--- src/hdl/crbm_pkg.sv ---
package crbm_pkg;

    localparam int PAGE_MAX_BITS = 8;
    localparam int OFS_BITS      = 13;
    localparam int ROM_BITS      = 21;

    localparam logic [15:0] SCC_SWITCH_ADDR = 16'h9000;
    localparam logic [7:0]  SCC_KEY         = 8'h3F;
    localparam logic [7:0]  SCC_REG_PAGE    = 8'h98;

    localparam logic CFG_MAPPER_TYPE = 1'b0;
    localparam logic CFG_BANK_MASK   = 1'b1;

    typedef enum logic [2:0] {
        MAP_GEN8K   = 3'd0,
        MAP_GEN16K  = 3'd1,
        MAP_KONSCC  = 3'd2,
        MAP_KON4    = 3'd3,
        MAP_ASC8    = 3'd4,
        MAP_ASC16   = 3'd5
    } mapper_t;

    typedef struct packed {
        logic                     row;
        logic                     lane;
        logic [OFS_BITS-1:0]      ofs;
        logic                     hit;
        logic                     wr_en;
        logic                     wr_lo;
        logic                     wr_hi;
        logic [PAGE_MAX_BITS-1:0] lo_val;
        logic [PAGE_MAX_BITS-1:0] hi_val;
        logic                     scc;
        logic                     absorb;
    } acc_t;

endpackage

--- src/hdl/cartridge_rom_bank_mapper.sv ---
// channel | dir | tdata (low bit up)                      | tuser
// s_      | in  | address[15:0], write_data[23:16]        | operation (0 read, 1 write)
// m_      | out | rom_address[20:0], rom_hit[21],         | -
//         |     | scc_enabled[22], scc_write[23]          |
// One beat per cycle unless stalled; a result is registered in s1_reg, then in the queue.
// Page registers live in a two-row RAM, one row per window pair, read at accept and
// written back in the next cycle; the last write is forwarded to the next beat.
// Synchronous active-low reset; page rows read as 0..3 until first written, no clear pass.
// A two-entry output queue absorbs m_tready stalls; s_tready drops only when it would fill.
module cartridge_rom_bank_mapper #(
    parameter int PAGE_BITS = 8
) (
    input  logic        aclk,
    input  logic        aresetn,
    input  logic        cfg_we,
    input  logic        cfg_addr,
    input  logic [7:0]  cfg_wdata,
    input  logic        s_tvalid,
    output logic        s_tready,
    input  logic [23:0] s_tdata,   // address[15:0], write_data[23:16]
    input  logic        s_tuser,   // operation
    output logic        m_tvalid,
    input  logic        m_tready,
    output logic [23:0] m_tdata    // rom_address[20:0], rom_hit, scc_enabled, scc_write
);
    import crbm_pkg::*;

    localparam int ROW_BITS = 2 * PAGE_BITS;

    logic [2:0]          mapper_type_reg;
    logic [7:0]          bank_mask_reg;
    logic                scc_on_reg;
    logic [1:0]          row_valid_reg;
    logic                s1_vld_reg;
    acc_t                s1_reg;
    logic                fwd_vld_reg;
    logic                fwd_row_reg;
    logic [ROW_BITS-1:0] fwd_data_reg;

    acc_t                dec_acc;
    logic                accept;
    logic [1:0]          level;
    logic [2:0]          room;
    logic [ROW_BITS-1:0] ram_rdata;
    logic [ROW_BITS-1:0] cur_row;
    logic [ROW_BITS-1:0] reset_row;
    logic [ROW_BITS-1:0] merged;
    logic [PAGE_BITS-1:0] rd_page;
    logic [ROM_BITS-1:0] rom;
    logic                wr_now;

    assign room     = 3'(level) - 3'(m_tvalid && m_tready) + 3'(s1_vld_reg);
    assign s_tready = (room <= 3'd1);
    assign accept   = s_tvalid && s_tready;

    always_ff @(posedge aclk) begin
        if (!aresetn) begin
            mapper_type_reg <= MAP_GEN8K;
            bank_mask_reg   <= 8'hFF;
        end else if (cfg_we) begin
            if (cfg_addr == CFG_MAPPER_TYPE) begin
                mapper_type_reg <= cfg_wdata[2:0];
            end else if (cfg_addr == CFG_BANK_MASK) begin
                bank_mask_reg <= cfg_wdata;
            end
        end
    end

    crbm_dec #(
        .PAGE_BITS (PAGE_BITS)
    ) u_dec (
        .op_write    (s_tuser),
        .address     (s_tdata[15:0]),
        .write_data  (s_tdata[23:16]),
        .mapper_type (mapper_type_reg),
        .bank_mask   (bank_mask_reg),
        .scc_on      (scc_on_reg),
        .acc         (dec_acc)
    );

    crbm_ram #(
        .WIDTH (ROW_BITS),
        .DEPTH (2)
    ) u_ram (
        .aclk  (aclk),
        .we    (wr_now),
        .waddr (s1_reg.row),
        .wdata (merged),
        .re    (accept),
        .raddr (dec_acc.row),
        .rdata (ram_rdata)
    );

    always_ff @(posedge aclk) begin
        if (!aresetn) begin
            scc_on_reg    <= 1'b0;
            s1_vld_reg    <= 1'b0;
            fwd_vld_reg   <= 1'b0;
            row_valid_reg <= '0;
        end else begin
            s1_vld_reg  <= accept;
            fwd_vld_reg <= wr_now;
            if (accept) begin
                scc_on_reg <= dec_acc.scc;
            end
            if (wr_now) begin
                row_valid_reg[s1_reg.row] <= 1'b1;
            end
        end
    end

    always_ff @(posedge aclk) begin
        if (accept) begin
            s1_reg <= dec_acc;
        end
        if (wr_now) begin
            fwd_row_reg  <= s1_reg.row;
            fwd_data_reg <= merged;
        end
    end

    assign wr_now    = s1_vld_reg && s1_reg.wr_en;
    assign reset_row = {PAGE_BITS'({s1_reg.row, 1'b1}), PAGE_BITS'({s1_reg.row, 1'b0})};

    always_comb begin
        if (fwd_vld_reg && fwd_row_reg == s1_reg.row) begin
            cur_row = fwd_data_reg;
        end else if (row_valid_reg[s1_reg.row]) begin
            cur_row = ram_rdata;
        end else begin
            cur_row = reset_row;
        end
        merged = cur_row;
        if (s1_reg.wr_lo) begin
            merged[PAGE_BITS-1:0] = s1_reg.lo_val[PAGE_BITS-1:0];
        end
        if (s1_reg.wr_hi) begin
            merged[ROW_BITS-1:PAGE_BITS] = s1_reg.hi_val[PAGE_BITS-1:0];
        end
    end

    assign rd_page = s1_reg.lane ? cur_row[ROW_BITS-1:PAGE_BITS] : cur_row[PAGE_BITS-1:0];
    assign rom     = s1_reg.hit ? ROM_BITS'({rd_page, s1_reg.ofs}) : '0;

    crbm_outq #(
        .WIDTH (24)
    ) u_outq (
        .aclk      (aclk),
        .aresetn   (aresetn),
        .push      (s1_vld_reg),
        .push_data ({s1_reg.absorb, s1_reg.scc, s1_reg.hit, rom}),
        .level     (level),
        .m_tvalid  (m_tvalid),
        .m_tready  (m_tready),
        .m_tdata   (m_tdata)
    );

endmodule

--- src/hdl/crbm_ram.sv ---
module crbm_ram #(
    parameter int WIDTH = 16,
    parameter int DEPTH = 2
) (
    input  logic                     aclk,
    input  logic                     we,
    input  logic [$clog2(DEPTH)-1:0] waddr,
    input  logic [WIDTH-1:0]         wdata,
    input  logic                     re,
    input  logic [$clog2(DEPTH)-1:0] raddr,
    output logic [WIDTH-1:0]         rdata
);

    logic [WIDTH-1:0] mem [DEPTH];
    logic [WIDTH-1:0] rdata_reg;

    always_ff @(posedge aclk) begin
        if (we) begin
            mem[waddr] <= wdata;
        end
        if (re) begin
            rdata_reg <= mem[raddr];
        end
    end

    assign rdata = rdata_reg;

endmodule

--- src/hdl/crbm_dec.sv ---
module crbm_dec #(
    parameter int PAGE_BITS = 8
) (
    input  logic               op_write,
    input  logic [15:0]        address,
    input  logic [7:0]         write_data,
    input  logic [2:0]         mapper_type,
    input  logic [7:0]         bank_mask,
    input  logic               scc_on,
    output crbm_pkg::acc_t     acc
);
    import crbm_pkg::*;

    logic                 in_win;
    logic                 scc_sw;
    logic                 absorb;
    logic                 do_wr;
    logic [7:0]           dbl;
    logic [PAGE_BITS-1:0] pg8;
    logic [PAGE_BITS-1:0] pp;
    logic [PAGE_BITS-1:0] pp1;

    assign in_win = (address[15:14] == 2'b01) || (address[15:14] == 2'b10);
    assign scc_sw = (address == SCC_SWITCH_ADDR) ? (write_data == SCC_KEY) : scc_on;
    assign absorb = op_write && scc_sw && (address[15:8] == SCC_REG_PAGE);
    assign do_wr  = op_write && !absorb;
    assign pg8    = PAGE_BITS'(write_data & bank_mask);
    assign dbl    = {write_data[6:0], 1'b0} & bank_mask;
    assign pp     = dbl[PAGE_BITS-1:0];
    assign pp1    = pp + PAGE_BITS'(1);

    always_comb begin
        acc        = '0;
        acc.row    = address[15];
        acc.lane   = address[13];
        acc.ofs    = address[OFS_BITS-1:0];
        acc.hit    = !op_write && in_win;
        acc.scc    = op_write ? scc_sw : scc_on;
        acc.absorb = absorb;
        if (do_wr) begin
            unique case (mapper_t'(mapper_type))
                MAP_GEN8K: begin
                    if (in_win) begin
                        if (address[15:13] == 3'b100) begin
                            acc.scc = (write_data[5:0] == SCC_KEY[5:0]);
                        end
                        acc.wr_en  = 1'b1;
                        acc.wr_lo  = !address[13];
                        acc.wr_hi  = address[13];
                        acc.lo_val = 8'(pg8);
                        acc.hi_val = 8'(pg8);
                    end
                end
                MAP_GEN16K: begin
                    if (in_win) begin
                        acc.wr_en  = 1'b1;
                        acc.wr_lo  = 1'b1;
                        acc.wr_hi  = 1'b1;
                        acc.lo_val = 8'(pp);
                        acc.hi_val = 8'(pp1);
                    end
                end
                MAP_KONSCC: begin
                    if (address >= 16'h5000 && address <= 16'hB000
                            && address[12:11] == 2'b10) begin
                        if (address[15:11] == 5'b10010) begin
                            acc.scc = (write_data[5:0] == SCC_KEY[5:0]);
                        end
                        acc.wr_en  = 1'b1;
                        acc.wr_lo  = !address[13];
                        acc.wr_hi  = address[13];
                        acc.lo_val = 8'(pg8);
                        acc.hi_val = 8'(pg8);
                    end
                end
                MAP_KON4: begin
                    if ((address == 16'h6000) || (address == 16'h8000)
                            || (address == 16'hA000)) begin
                        acc.wr_en  = 1'b1;
                        acc.wr_lo  = !address[13];
                        acc.wr_hi  = address[13];
                        acc.lo_val = 8'(pg8);
                        acc.hi_val = 8'(pg8);
                    end
                end
                MAP_ASC8: begin
                    if (address[15:13] == 3'b011) begin
                        acc.row    = address[12];
                        acc.wr_en  = 1'b1;
                        acc.wr_lo  = !address[11];
                        acc.wr_hi  = address[11];
                        acc.lo_val = 8'(pg8);
                        acc.hi_val = 8'(pg8);
                    end
                end
                MAP_ASC16: begin
                    if (address[15:13] == 3'b011 && !address[11]) begin
                        acc.row    = address[12];
                        acc.wr_en  = 1'b1;
                        acc.wr_lo  = 1'b1;
                        acc.wr_hi  = 1'b1;
                        acc.lo_val = 8'(pp);
                        acc.hi_val = 8'(pp1);
                    end
                end
                default: begin
                end
            endcase
        end
    end

endmodule

--- src/hdl/crbm_outq.sv ---
module crbm_outq #(
    parameter int WIDTH = 24
) (
    input  logic             aclk,
    input  logic             aresetn,
    input  logic             push,
    input  logic [WIDTH-1:0] push_data,
    output logic [1:0]       level,
    output logic             m_tvalid,
    input  logic             m_tready,
    output logic [WIDTH-1:0] m_tdata
);

    logic [1:0]       cnt_reg;
    logic [1:0]       cnt_next;
    logic [1:0]       cnt_pop;
    logic [WIDTH-1:0] head_reg;
    logic [WIDTH-1:0] skid_reg;
    logic             pop;

    assign pop      = m_tvalid && m_tready;
    assign cnt_pop  = cnt_reg - 2'(pop);
    assign cnt_next = cnt_pop + 2'(push);

    always_ff @(posedge aclk) begin
        if (!aresetn) begin
            cnt_reg <= '0;
        end else begin
            cnt_reg <= cnt_next;
        end
    end

    always_ff @(posedge aclk) begin
        if (pop && cnt_reg == 2'd2) begin
            head_reg <= skid_reg;
        end
        if (push) begin
            if (cnt_pop == 2'd0) begin
                head_reg <= push_data;
            end else begin
                skid_reg <= push_data;
            end
        end
    end

    assign level    = cnt_reg;
    assign m_tvalid = (cnt_reg != 2'd0);
    assign m_tdata  = head_reg;

endmodule

--- config.mk ---
export PLATFORM = sky130hd
export DESIGN_NAME = cartridge_rom_bank_mapper
export DESIGN_NICKNAME = d
export VERILOG_FILES = /design/src/hdl/crbm_pkg.sv /design/src/hdl/cartridge_rom_bank_mapper.sv /design/src/hdl/crbm_ram.sv /design/src/hdl/crbm_dec.sv /design/src/hdl/crbm_outq.sv
export SDC_FILE = /design/constraint.sdc
export NUM_CORES = 1
export LEC_CHECK = 0
export ABC_AREA = 1
export BUFFER_PORTS_ARGS = -buffer_cell sky130_fd_sc_hd__buf_2
export CORE_MARGIN = 5
export CORE_UTILIZATION = 30
export CTS_CLUSTER_SIZE = 24
export DETAILED_ROUTE_END_ITERATION = 6
export GPL_TIMING_DRIVEN = 0
export PLACE_DENSITY_LB_ADDON = 0.25
export SYNTH_ARGS = -nofsm -noshare
export SYNTH_HDL_FRONTEND = slang
export SYNTH_HIERARCHICAL = 1
export SYNTH_SLANG_ARGS = --single-unit
--- constraint.sdc ---
create_clock -name aclk -period 6.7 [get_ports aclk]
set_clock_uncertainty 0.15 [all_clocks]
set_input_delay 1.005 -clock aclk [delete_from_list [all_inputs] [get_ports aclk]]
set_output_delay 1.005 -clock aclk [all_outputs]
set_load 0.02 [all_outputs]
==> impl_metrics.yaml, run 1 <==
run_status:
  status: "complete, no violations"
clock_tree:
  clk_path_buf_depth: 2
  cts_tree: "done"
  clock_sinks: 168
  insertion_delay_ps: 420
  h-tree-depth: 4
  cts.repair.resized: 0
  postCtsSetupRepairBufs: 0
  cts_buffers: 17
  clkTransAtPathRegs_ps: 60
  hold_buffers: 0
  cts-root-buf: "clkbuf_16"
sta:
  slew_headroom_pct: 46.14
  maxSlewViolCount: 0
  period_minus_slack_ps: 4023
  max_freq_mhz: 248.6
  hold_violations: 0
  finalCritPeriodShare_pct: 60.04
  worst_pin_slew_ps: 807.1
  postLayoutSetupSlackWorst_ps: 2677
  finalSetupTns_ps: 0
  rsz0062_at_grt: "no"
  setup_violations: 0
die:
  fp.dieH_microns: 172.5
  rows: 59
  start_util_pct: 30.38
  core_sq_um: 26060
  die_width_microns: 172.5
  die_area_sq_um: 29740
  top_level_ports: 65
global_route:
  grt_pass1_vias: 5490
  grt_max_degree: 39
  overflow: 0
  antenna_found_initial: 0
  grt_pass1_wl_microns: 28990
  grt_use_total_pct: 12.49
critical_path:
  startpoint_type: "register"
  cp-end-kind: "output pin"
  cp_max_fo: 10
  worst_ep_required_time_ps: 5540
  slowest_stage: "fa_1"
  reg2reg_slack_ps: 3190
  path_depth: 13
  criticalPathCategory: "register to output pin"
  path_buf_inv: 6
  crit_path_max_incr_delay_ps: 430
  crit_family: "adder cells"
  path_cells: "inv_2 -> buf_2 -> nand2_1 -> nand2_1 -> inv_1 -> ha_1 -> inv_1 -> ha_1 -> fa_1 -> inv_1 -> nand2_1 -> nor2_1 -> buf_2"
  worstRegToRegCells: 15
  arrival_ps: 2870
route:
  drc: 0
  vias: 5671
  wl_per_cell_microns: 14.02
  wl_microns: 17990
  drt-vias-per-instance: 4.420
  drt_iter0_markers: 390
  firstDrtPassIters: 5
  ant_nets: 0
synthesis:
  async_flop_share_pct: 0
  syn_nets: 896
  synth.cell_area_sq_um: 7918
  synth_edf_count: 126
  ys_warn_count: 6
  yosysSeqAreaShare_pct: 58.41
  syn_inst: 849
  synth_cell_types: 39
  syn_area_per_cell_sq_um: 9.326
  synth-seq-cells: 168
  ys.flop_type: "edfxtp_1"
final_layout:
  layout-drive-gt1-share_pct: 19.09
  fillers: 2664
  syn2layout_area_growth_pct: 17.16
  layout_common_cells: "nand2_1, edfxtp_1, inv_1"
  fin_nets: 982
  finish.utilization_pct: 35.60
  largest_reg_flops: 36
  layout_commonest_cell: "nand2_1"
  antennaDiodeCount: 0
  fin_area_sq_um: 9276
job:
  max_cap_violations: 0
pwr:
  p_total_mw: 3.991
  vdd_drop_max_v: 0.0001959
  power.density_nw_per_um2: 430.2
  p_leak_nw: 4.174
placed_design:
  dp_hpwl_microns: 12810
  io_buffers: 64
  gp_congestion: 0.8157
  place_area_sq_um: 8725
  pre_cts_ws_ps: 2841
worst_hold_path:
  hold_class: "register to register"
  holdPathStages: 0
## cells by family after synthesis
| family | after synthesis | share of synthesized area, % |
|---|---|---|
| DFF | 168 | 58.41 |
| and+or+nand+nor | 449 | 25.54 |
| AOI/OAI and AO/OA | 47 | 3.809 |
| adders and majority gates | 8 | 1.359 |
| buffers and inverters | 177 | 10.89 |
## final cells by class
class / count / area [sq um] / area share (%)
multi-input combinational: 504 / 2436 / 26.26
timing repair buffer: 67 / 382.9 / 4.127
clock buffer: 22 / 454.2 / 4.896
inverter: 126 / 483.0 / 5.206
buffer: 51 / 379.1 / 4.087
clock inverter: 10 / 97.59 / 1.052
tap: 335 / 419.2 / 4.518
sequential: 168 / 4624 / 49.85
## metrics by stage
stage	hold WS, ps	cells
global route	352.3	1283
CTS	333.4	1283
global placement	313.3	1248
floorplan	276.8	849
detailed placement	314.5	1251
finish	327.8	1283
## power by group
| part | switching (mW) | internal (mW) |
|---|---|---|
| combinational | 0.946 | 0.411 |
| sequential | 0.136 | 1.58 |
| clock | 0.396 | 0.522 |
| total | 1.48 | 2.51 |
## final timing paths
check,from,end
min reg2reg,s1_reg[0],u_outq/skid_reg[23]
min,s1_reg[0],u_outq/skid_reg[23]
max,u_outq/level[0],s_tready
max reg2reg,u_outq/level[0],u_ram/rdata[9]
## synth_stat cells (all sizes together), types with 2 or more instances
library cell,number,area share (%)
nand2,262,13
buf,47,4.6
inv,125,6.1
o21ai,16,1.1
dfxtp,42,11
edfxtp,126,48
clkbuf,4,0.19
nand3,69,4.8
a21oi,18,1.7
a31oi,8,0.63
nor3,4,0.25
o22ai,2,0.16
nand4,47,3.7
ha,7,1.1
nor2,65,3.7
## layer usage
layer	vias up	wire length (microns)	GRT usage, %
li1	2941	-	-
met1	2604	8763	17.34
met2	113	8401	19.63
met3	13	621	2.378
met4	0	200	4.272
met5	-	0	0
No activity file was read; power rests on OpenSTA's default activity.
==> run 2: changes to the inputs <==
==> constraint.sdc (replaced) <==
create_clock -name aclk -period 3.95 [get_ports aclk]
set_clock_uncertainty 0.15 [all_clocks]
set_input_delay 0.5925 -clock aclk [delete_from_list [all_inputs] [get_ports aclk]]
set_output_delay 0.5925 -clock aclk [all_outputs]
set_load 0.02 [all_outputs]
==> impl_metrics.yaml, run 2 (same netlist as run 1, synthesis figures left out) <==
clock_tree:
  cts-root-buf: "clkbuf_16"
  insertion_delay_ps: 430
  cts.repair.resized: 1
  clock_sinks: 168
  clk_path_buf_depth: 2
  cts_tree: "done"
  postCtsSetupRepairBufs: 0
  cts_buffers: 17
  clkTransAtPathRegs_ps: 60
  h-tree-depth: 4
  hold_buffers: 0
die:
  rows: 59
  fp.dieH_microns: 172.5
  top_level_ports: 65
  start_util_pct: 30.38
  die_area_sq_um: 29740
  core_sq_um: 26060
  die_width_microns: 172.5
route:
  wl_microns: 18070
  drt_iter0_markers: 374
  vias: 5681
  drc: 0
  ant_nets: 0
  drt-vias-per-instance: 4.428
  wl_per_cell_microns: 14.08
  firstDrtPassIters: 5
sta:
  finalCritPeriodShare_pct: 91.38
  setup_violations: 0
  worst_pin_slew_ps: 790.7
  slew_headroom_pct: 47.23
  period_minus_slack_ps: 3610
  max_freq_mhz: 277.0
  finalSetupTns_ps: 0
  rsz0062_at_grt: "no"
  hold_violations: 0
  maxSlewViolCount: 0
critical_path:
  startpoint_type: "register"
  cp_max_fo: 27
  rr_endpoint: "u_ram/rdata[9]"
  worst_ep_required_time_ps: 3750
  r2r-start: "u_outq/level[0]"
  worstRegToRegCells: 14
  arrival_ps: 3410
  cp-end-kind: "register"
  reg2reg_slack_ps: 340
  criticalPathCategory: "register to register"
global_route:
  overflow: 0
  grt_pass1_wl_microns: 28980
  grt_max_degree: 28
  antenna_found_initial: 0
  grt_use_total_pct: 12.62
  grt_pass1_vias: 5480
final_layout:
  layout_common_cells: "nand2_1, edfxtp_1, inv_1"
  multiInputGateArea_sq_um: 2436
  antennaDiodeCount: 0
  fillers: 2637
  layout_commonest_cell: "nand2_1"
  largest_reg_flops: 36
  layout-drive-gt1-share_pct: 19.09
  seqCellArea_sq_um: 4624
  fin_area_sq_um: 9324
  fin_nets: 982
  syn2layout_area_growth_pct: 17.76
  finish.utilization_pct: 35.78
worst_hold_path:
  min-delay-start: "cfg_wdata[5]"
  hold_class: "input pin to register"
  holdPathStages: 3
  hold-path-endpoint: "bank_mask_reg[5]"
pwr:
  power.density_nw_per_um2: 740.8
  vdd_drop_max_v: 0.0003285
  p_leak_nw: 4.205
job:
  max_cap_violations: 0
placed_design:
  gp_congestion: 0.8286
  dp_hpwl_microns: 12800
  io_buffers: 64
  place_area_sq_um: 8705
run_status:
  status: "complete, no violations"
run 2: where the power goes:
part           leakage [nW]  switching, mW  internal (mW)
logic                  2.38           1.62          0.669
registers              1.53          0.228           2.69
clock network         0.296          0.679           1.03
run 2: per-layer routing:
layer	routed length (microns)	global-route usage (%)	share of wire, %	vias to the layer above
li1	-	-	-	2947
met1	8723	17.47	48	2580
met2	8244	19.53	46	129
met3	810	2.881	4.5	25
met4	287	4.306	1.6	0
met5	0	0	0	-
run 2: critical path: stages, from the launching register on:
cell and delay, ps:
dfxtp_1 340, inv_2 170, buf_2 250, nand2_1 130, nand2_1 90, inv_1 40, ha_1 260, inv_1 40
ha_1 180, fa_1 480, inv_1 40, nand2_1 50, nor2_1 70, nand2_1 210, clkinvlp_4 630
run 2: worst max path at each step:
stage	start	to	slack [ps]	cells after the start
4_1_cts	u_outq/level[0]	s_tready	240	13
3_3_place_gp	u_outq/level[0]	s1_reg[23]	-240	14
6_report	u_outq/level[0]	u_ram/rdata[9]	340	14
5_1_grt	u_outq/level[0]	u_ram/rdata[9]	90	14
2_1_floorplan	u_outq/level[0]	reset_row[1]	390	14
3_5_place_dp	u_outq/level[0]	u_ram/rdata[10]	-210	14
run 2: area by class of cell:
cell class	instances	share of cell area, %
plain buffers	51	4.066
clock buffers	23	5.368
clock inverters	9	1.194
inverters	126	5.220
multi-input cells	504	26.13
flip-flops and latches	168	49.60
well taps	335	4.495
repair buffers	66	3.851
repair inverters	1	0.08052
run 2: metrics by stage:
step	hold slack, ps	worst slack (ps)	instances	power, mW
after floorplan	276.8	394.5	849	4.455
after global placement	313.2	-239.5	1248	5.218
after detailed placement	313.2	-212.9	1250	5.262
after CTS	189.2	236.0	1283	7.008
after global routing	210.9	91.28	1283	7.377
final	214.6	340.3	1283	6.908
